==> config.mk <==
export PLATFORM = sky130hd
export DESIGN_NAME = utf8_stream_decoder
export DESIGN_NICKNAME = d
export VERILOG_FILES = /design/src/utf8_dec_pkg.sv /design/src/utf8_stream_decoder.sv /design/src/utf8_dec_step.sv
export SDC_FILE = /design/constraint.sdc
export NUM_CORES = 1
export LEC_CHECK = 0
export ABC_AREA = 0
export ABC_CLOCK_PERIOD_IN_PS = 3400
export BUFFER_PORTS_ARGS = -buffer_cell sky130_fd_sc_hd__buf_2
export CORE_ASPECT_RATIO = 0.9
export CORE_MARGIN = 1.5
export CORE_UTILIZATION = 60
export DETAILED_ROUTE_END_ITERATION = 6
export PLACE_DENSITY = 0.89
export SYNTH_ARGS = -nofsm -noshare
export SYNTH_HDL_FRONTEND = slang
export SYNTH_SLANG_ARGS = --single-unit
==> constraint.sdc <==
create_clock -name clock -period 3.4 [get_ports clock]
set_clock_uncertainty 0.1 [all_clocks]
set_input_delay 0.34 -clock clock [delete_from_list [all_inputs] [get_ports clock]]
set_output_delay 0.34 -clock clock [all_outputs]
set_load 0.02 [all_outputs]
==> src/utf8_dec_pkg.sv <==
// Types, codes and lookup functions of the UTF-8 stream decoder.
`default_nettype none

package utf8_dec_pkg;

   localparam int unsigned ByteW = 8;
   localparam int unsigned CpW   = 21;

   typedef enum logic [1:0] {
      STATUS_PENDING = 2'd0,
      STATUS_DONE    = 2'd1,
      STATUS_BAD     = 2'd2
   } status_type;

   // Decoder states: how many continuation bytes are due and which range the next may take.
   typedef enum logic [2:0] {
      ST_IDLE     = 3'd0,
      ST_ONE      = 3'd1,
      ST_TWO      = 3'd2,
      ST_TWO_ED   = 3'd3,
      ST_THREE_F4 = 3'd4,
      ST_THREE    = 3'd5,
      ST_TWO_E0   = 3'd6,
      ST_THREE_F0 = 3'd7
   } decode_state_type;

   // Lead byte classes; class minus one is the entry state, 0xFF >> class the payload mask.
   localparam logic [3:0] CLS_INVALID = 4'd1;
   localparam logic [3:0] CLS_TWO     = 4'd2;
   localparam logic [3:0] CLS_THREE   = 4'd3;
   localparam logic [3:0] CLS_ED      = 4'd4;
   localparam logic [3:0] CLS_F4      = 4'd5;
   localparam logic [3:0] CLS_FOUR    = 4'd6;
   localparam logic [3:0] CLS_E0      = 4'd7;
   localparam logic [3:0] CLS_F0      = 4'd8;

   typedef struct packed {
      logic             reject;
      decode_state_type state;
   } next_type;

   typedef struct packed {
      decode_state_type   state;
      logic [CpW-1:0]     acc;
      status_type         status;
      logic [CpW-1:0]     code_point;
   } step_type;

   // Class of bytes 0xC0..0xFF, indexed by the low six bits.
   function automatic logic [3:0] lead_class(input logic [5:0] idx);
      logic [3:0] cls;
      priority if (idx < 6'd2)   cls = CLS_INVALID;
      else if (idx < 6'd32)      cls = CLS_TWO;
      else if (idx == 6'd32)     cls = CLS_E0;
      else if (idx == 6'd45)     cls = CLS_ED;
      else if (idx < 6'd48)      cls = CLS_THREE;
      else if (idx == 6'd48)     cls = CLS_F0;
      else if (idx < 6'd52)      cls = CLS_FOUR;
      else if (idx == 6'd52)     cls = CLS_F4;
      else                       cls = CLS_INVALID;
      return cls;
   endfunction

   // Next state per state and continuation group (byte bits 5..4).
   function automatic next_type next_state(input decode_state_type st, input logic [1:0] grp);
      next_type nx;
      nx.reject = 1'b0;
      nx.state  = ST_IDLE;
      unique case (st)
         ST_IDLE:     nx.reject = 1'b1;
         ST_ONE:      nx.state  = ST_IDLE;
         ST_TWO:      nx.state  = ST_ONE;
         ST_TWO_ED: begin
            nx.state  = ST_ONE;
            nx.reject = grp[1];
         end
         ST_THREE_F4: begin
            nx.state  = ST_TWO;
            nx.reject = (grp != 2'd0);
         end
         ST_THREE:    nx.state  = ST_TWO;
         ST_TWO_E0: begin
            nx.state  = ST_ONE;
            nx.reject = !grp[1];
         end
         ST_THREE_F0: begin
            nx.state  = ST_TWO;
            nx.reject = (grp == 2'd0);
         end
      endcase
      return nx;
   endfunction

endpackage

`default_nettype wire

==> src/utf8_stream_decoder.sv <==
// UTF-8 stream decoder top level: input register, decode step, result register.
// Takes one byte per item and gives one result per byte: pending, a complete
// code point, or malformed. Sustains one item per clock while rsp_stall is low;
// an accepted byte is registered in the input register, decoded against the
// held state, and its result is registered in the result register, from
// which rsp_valid is driven. The rate is set by the state and accumulator
// loop, one table step and a six-bit shift per cycle. rsp_stall backs up
// into req_stall only when both registers are full.
`default_nettype none

module utf8_stream_decoder
   import utf8_dec_pkg::*;
(
   input  logic              clock,
   input  logic              reset,
   input  logic              req_valid,
   output logic              req_stall,
   input  logic [ByteW-1:0]  req_in_byte,
   output logic              rsp_valid,
   input  logic              rsp_stall,
   output logic [1:0]        rsp_status,
   output logic [CpW-1:0]    rsp_code_point
);

   logic              in_valid_ff;
   logic [ByteW-1:0]  in_byte_ff;
   decode_state_type  state_ff;
   logic [CpW-1:0]    acc_ff;
   logic              rsp_valid_ff;
   status_type        rsp_status_ff;
   logic [CpW-1:0]    rsp_cp_ff;
   logic              advance;
   step_type          step;

   assign advance   = !rsp_valid_ff || !rsp_stall;
   assign req_stall = in_valid_ff && !advance;

   utf8_dec_step u_step (
      .in_byte (in_byte_ff),
      .state   (state_ff),
      .acc     (acc_ff),
      .step    (step)
   );

   always_ff @(posedge clock) begin
      if (reset) begin
         in_valid_ff  <= 1'b0;
         rsp_valid_ff <= 1'b0;
         state_ff     <= ST_IDLE;
         acc_ff       <= '0;
      end else begin
         if (!req_stall) begin
            in_valid_ff <= req_valid;
         end
         if (advance) begin
            rsp_valid_ff <= in_valid_ff;
            if (in_valid_ff) begin
               state_ff <= step.state;
               acc_ff   <= step.acc;
            end
         end
      end
   end

   always_ff @(posedge clock) begin
      if (req_valid && !req_stall) begin
         in_byte_ff <= req_in_byte;
      end
      if (advance && in_valid_ff) begin
         rsp_status_ff <= step.status;
         rsp_cp_ff     <= step.code_point;
      end
   end

   assign rsp_valid      = rsp_valid_ff;
   assign rsp_status     = rsp_status_ff;
   assign rsp_code_point = rsp_cp_ff;

endmodule

`default_nettype wire

==> src/utf8_dec_step.sv <==
// One decode step: byte, state and accumulator in; next state, accumulator and result out.
`default_nettype none

module utf8_dec_step
   import utf8_dec_pkg::*;
(
   input  logic [ByteW-1:0]  in_byte,
   input  decode_state_type  state,
   input  logic [CpW-1:0]    acc,
   output step_type          step
);

   next_type          nx;
   logic [3:0]        cls;
   logic [CpW-1:0]    shifted;
   logic [ByteW-1:0]  lead_bits;

   assign nx        = next_state(state, in_byte[5:4]);
   assign cls       = lead_class(in_byte[5:0]);
   assign shifted   = {acc[CpW-7:0], in_byte[5:0]};
   assign lead_bits = in_byte & (8'hFF >> cls);

   always_comb begin
      step.state      = ST_IDLE;
      step.acc        = '0;
      step.status     = STATUS_BAD;
      step.code_point = '0;
      priority if (!in_byte[7]) begin
         if (state == ST_IDLE) begin
            step.status     = STATUS_DONE;
            step.code_point = {{(CpW-ByteW){1'b0}}, in_byte};
         end
      end else if (state != ST_IDLE) begin
         if (!in_byte[6] && !nx.reject) begin
            if (nx.state == ST_IDLE) begin
               step.status     = STATUS_DONE;
               step.code_point = shifted;
            end else begin
               step.status = STATUS_PENDING;
               step.state  = nx.state;
               step.acc    = shifted;
            end
         end
      end else if (in_byte[6] && (cls != CLS_INVALID)) begin
         step.status = STATUS_PENDING;
         step.state  = decode_state_type'(3'(cls - 4'd1));
         step.acc    = {{(CpW-ByteW){1'b0}}, lead_bits};
      end else begin
         // stray continuation or invalid lead byte
         step.status = STATUS_BAD;
      end
   end

endmodule

`default_nettype wire

Word-level counts from Yosys, hierarchy flattened

Cells that the tools add are included.

$add $sub $neg: 1
Multiply operators: 0
Div/mod/pow operators: 0
Order comparisons: 4
Eq/ne operators: 11
Shift operators: 1
Multiplexer cells: 21
Bitwise logic cells: 1
Reductions and logical operators: 21

Operators with widths:

| cell                  | number |
|---|---|
| $mux W23              | 3 |
| $mux W24              | 2 |
| $mux W46              | 1 |
| $mux W21              | 2 |
| $mux W4               | 7 |
| $mux W26              | 1 |
| $eq A6 B6 Y1 const B  | 4 |
| $lt A6 B6 Y1 const B  | 3 |
| $eq A3 B3 Y1 const B  | 4 |
| $and A8 B8 Y8         | 1 |
| $shr A8 B4 Y8 const A | 1 |
| $logic_not A1 Y1      | 7 |
| $eq A3 B2 Y1 const B  | 2 |
| $logic_not A3 Y1      | 2 |
| $lt A6 B2 Y1 const B  | 1 |
| $reduce_or A3 Y1      | 2 |
| $logic_and A1 B1 Y1   | 5 |
| $pmux W1 S5           | 1 |
| $ne A4 B1 Y1 const B  | 1 |
| $pmux W2 S2           | 1 |
| $mux W3               | 1 |
| $reduce_bool A3 Y1    | 1 |
| $sub A3 B1 Y3 const B | 1 |
| $logic_not A2 Y1      | 1 |
| 5 further kinds       | 5 |

Bits in registers: 51
Bits in latches: 0
RAM bits: 0
Bits in read-only memories: 0
Bits of input ports: 12
Memories: 0

Longest topological paths before layout

Depth after elaboration: 14
Depth in mapped cells: 10
Gate-level depth less buffers: 9

Cells and area by module

A second synthesis with hierarchy kept.

Cells, all modules: 279
Area total of the unflattened synthesis: 2,997.9 µm²

By module, submodules not included:

| module              | times used | cells each | area each (µm²) | sequential area each (µm²) |
|---|---|---|---|---|
| utf8_stream_decoder | 1          | 145        | 2,103.3         | 1,451.4 |
| utf8_dec_step       | 1          | 134        | 894.6           | 0.0 |

Least setup slack after synthesis

OpenSTA, ideal clock, no wires.

Path type: flip-flop to flip-flop
Start: register rsp_valid_ff (netlist: rsp_valid)
End: register state_ff[2]
Data arrival time: 1,831 ps
Slack: 1,368 ps
Stages on the path, launching flop included: 7
Buffers on the path: 1
Clock period less this slack: 2,032 ps
Cell sequence: dfxtp_1 > nand2_1 > and2_1 > nor2_1 > clkbuf_1 > nand2_1 > o41ai_1

Cells in the longest elaborated chain, start to end: 3

Ends and longest elaborated chain:

| item                               | line                      | source |
|---|---|---|
| start, declared                    | utf8_stream_decoder.sv:29 | `logic rsp_valid_ff;` |
| start signal, assigned             | utf8_stream_decoder.sv:56 | `rsp_valid_ff <= in_valid_ff;` |
| $logic_not A1 Y1                   | utf8_stream_decoder.sv:35 | `assign advance = !rsp_valid_ff \|\| !rsp_stall;` |
| $logic_or A1 B1 Y1                 | utf8_stream_decoder.sv:35 |  |
| $reduce_and A2 Y1 (no source line) | --                        |  |
| end signal, assigned               | utf8_stream_decoder.sv:58 | `state_ff <= step.state;` |
| end, declared                      | utf8_stream_decoder.sv:27 | `decode_state_type state_ff;` |

Every way passes these cells.
A chain may end at the register's enable or synchronous reset.

Worst setup path after layout

Start: register in_byte_ff[5]
End: register acc_ff[1]

Cells in the longest elaborated chain, start to end: 14
Elaborated cells between the ends (all ways): 30
Those cells by class: order compare (4); eq/ne (5); shift (1); mux (13); bitwise (1); reduce/logical (6)

Ends and longest elaborated chain:

| item                                                  | line                      | source |
|---|---|---|
| start, declared                                       | utf8_stream_decoder.sv:26 | `logic [ByteW-1:0] in_byte_ff;` |
| start signal, assigned                                | utf8_stream_decoder.sv:67 | `in_byte_ff <= req_in_byte;` |
| branches (longest 12 deep; another with $lt A6 B6 Y1) | --                        |  |
| $mux W26 (*)                                          | utf8_dec_step.sv:33       | `end else if (state != ST_IDLE) begin` |
| $mux W24 (*)                                          | utf8_dec_step.sv:28       | `priority if (!in_byte[7]) begin` |
| end signal, assigned                                  | utf8_stream_decoder.sv:59 | `acc_ff <= step.acc;` |
| end, declared                                         | utf8_stream_decoder.sv:28 | `logic [CpW-1:0] acc_ff;` |

Mark *: on every way between the ends.

==> metrics <==
gr usage total 0.234; starting DRC count in detailed routing 171; CTS tree built; Pwr Total 1.24 mW; Setup CP Type reg -> reg; Min Hold Slack 0.105 ns; P_int 946 µW; DIE AREA 4290 µm²; grt total ovfl 0; Pre-Repair DR Iteration Count 4; min-delay worst type in -> reg; Net Count, Synth 220; largest net degree at the start of global routing 25; CP bufs+invs 0; Post-Syn Area per Cell 11.4 µm²; power share of the clock group 0.339; Worst Hold Launch req_in_byte[4]; post-cts sizing count 0; clock buffer count from CTS 5; # DRC 0; Critical Path Source in_byte_ff[5]; die span in y 62.3 µm; Synth-to-Final Area Change 12.1%; Worst EP required 3.50 ns; H-tree depth 2; Vias per Instance 6.05; antenna violations before repair 0; fin crit share 0.725; Setup TNS 0 ns; Hold Buf Count CTS 0; Routed WL per cell 15.9 µm; CP Launch Type flop; register area share after synthesis 0.568; Antenna Cells 0; number of global-route vias before repair 1566; Clock Latency Late Sink 0.30 ns; CTS Buffer Depth 2; pwr/cell area 473 nW/µm²; io pins 37; core area 3730 µm²; YS warnings 0; post-CTS setup buffers 0; Cell variety after synth 50; EDFF count, synth 31; Mapped Area 2340 µm²; setup ws final 0.936 ns; ys flop type edfxtp_1; final count of negative-setup-slack endpoints 0; Synth area leaders edfxtp_1, dfxtp_1, and2_1; largest family of logic cells by synthesized area compound AO/OA/AOI/OAI gates; Final Max Tran Viols 0; most common cell after layout, fill and taps aside buf_2; Least-Margin Pin Slew 0.659 ns; RD Place Congestion 0.937; RSZ-0062 raised after global routing no; status complete, no violations; post-synthesis compound-gate area fraction 0.195; CP Max Fanout 18; pre-CTS setup slack 1.01 ns; Setup crit end kind flop; hpwl dp 3180 µm; CTS Root Cell clkbuf_8; Synth area leader edfxtp_1; xor/xnor share of the synthesized area 0.00374; final hold vios 0; Post-synth ARST share 0; Post-Synth Adder-Cell Area 0.0107; static leakage 1.00 nW; DRT Wirelength 4510 µm; f_max 406 MHz; Worst EP arrival 2.56 ns; slew margin rel. 0.560; post-synthesis simple-gate area fraction 0.177; reg-to-reg critical path startpoint in_byte_ff[5]; Cells after Synth 206; most frequent cells in the layout buf_2, edfxtp_1, and2_1, dfxtp_1, nor2_1; post-route ant nets 0; crit path max-delay cell type edfxtp_1; sequential share of power 0.565; switching portion of total power 0.239; DR vias 1712; final net count 250; post-layout min period 2.46 ns; Starting Density 0.628; global-route wire length before repair 7450 µm; MaxCap Viol Count 0; FP Rows 21; NetSw 297 µW; critical path's largest stage delay 0.63 ns; CP delay by family, top compound AO/OA/AOI/OAI gates; I/O Buffers 36; clk slew on worst S/H paths 0.09 ns; Die Span X 68.9 µm; clk sinks 51; Gate power share 0.096; ratio of cells with drive above 1 in the final layout 0.224; Yosys reg bits 51; peak supply drop 0.359 mV; CP Cell Sequence nor2_1, a31oi_1, o21ai_1, ha_1, o311a_4, o21ai_0, a32o_1; post-synthesis mux area share 0.00427; post-synth top area share 0.397
-- power by group through the flow --
stage	clock network (mW)	logic, mW	registers, mW
5_1_grt	0.450	0.130	0.706
4_1_cts	0.428	0.118	0.702
6_report	0.421	0.119	0.702
2_1_floorplan	0	0.0780	0.718
3_3_place_gp	0	0.115	0.715
3_5_place_dp	0	0.117	0.716
-- worst paths after layout --
check / slack [ns] / cells past startpoint / to
worst min-delay path: 0.10 / 1 / in_byte_ff[4]
worst min register to register: 0.38 / 1 / acc_ff[13]
worst max-delay path: 0.94 / 7 / acc_ff[1]
worst max register to register: 0.94 / 7 / acc_ff[1]
-- routing by layer --
metal  global-route usage  up-vias  wire (µm)
met4               0.0539        0         40
met1                0.330      799       1990
met5                    0        -          0
met3               0.0598        4        328
met2                0.362       70       2150
li1                     -      839          -
-- metrics by stage --
stage | util | cells | cell area (µm²)
after floorplan | - | 206 | 2340
after global placement | 0.674 | 275 | 2510
after detailed placement | 0.674 | 275 | 2510
after CTS | 0.705 | 283 | 2630
after global routing | 0.705 | 283 | 2630
final | 0.705 | 283 | 2630
-- area by class of cell --
cell class                 count  area, µm²
fill                         282       1100
clock buffer                   5       68.8
clock inverter                 3       45.0
sequential                    51       1330
multi-input combinational    136        916
tap                           46       57.6
timing repair buffer          38        195
inverter                       4       15.0
-- cells by family after synthesis --
logic type / Yosys count
simple gates: 75
flops: 51
compound gates: 57
xor+xnor: 1
buf+inv: 19
mux: 1
fa+ha+maj: 2
-- worst register-to-register path: stages, from the launching register on --
cell and delay (ns):
edfxtp_1 0.63, nor2_1 0.42, a31oi_1 0.14, o21ai_1 0.17, ha_1 0.25, o311a_4 0.24
o21ai_0 0.11, a32o_1 0.30
-- sequential cells by signal, summed over array words and instances (netlist names) --
signal and count:
rsp_valid 1, acc_ff 15, rsp_code_point 21, state_ff 3, rsp_status 2, in_valid_ff 1, in_byte_ff 8
-- synthesized netlist by cell type (2+ instances only) --
cell type / count
dfxtp_1: 20
a22oi_1: 2
a22o_1: 9
ha_1: 2
clkbuf_1: 6
inv_1: 4
and2_1: 20
o22ai_1: 2
nand2_1: 12
nand2b_1: 2
o41ai_1: 2
buf_2: 5
nor2_1: 17
nor4_1: 3
nor2b_1: 4
and3_1: 3
edfxtp_1: 31
a21oi_1: 5
o21ai_0: 8
a32o_1: 9
o21ai_1: 3
buf_6: 2
and4b_1: 2
a31oi_1: 4
nor3_1: 4
Note: power is estimated with default switching activity, not from simulation.
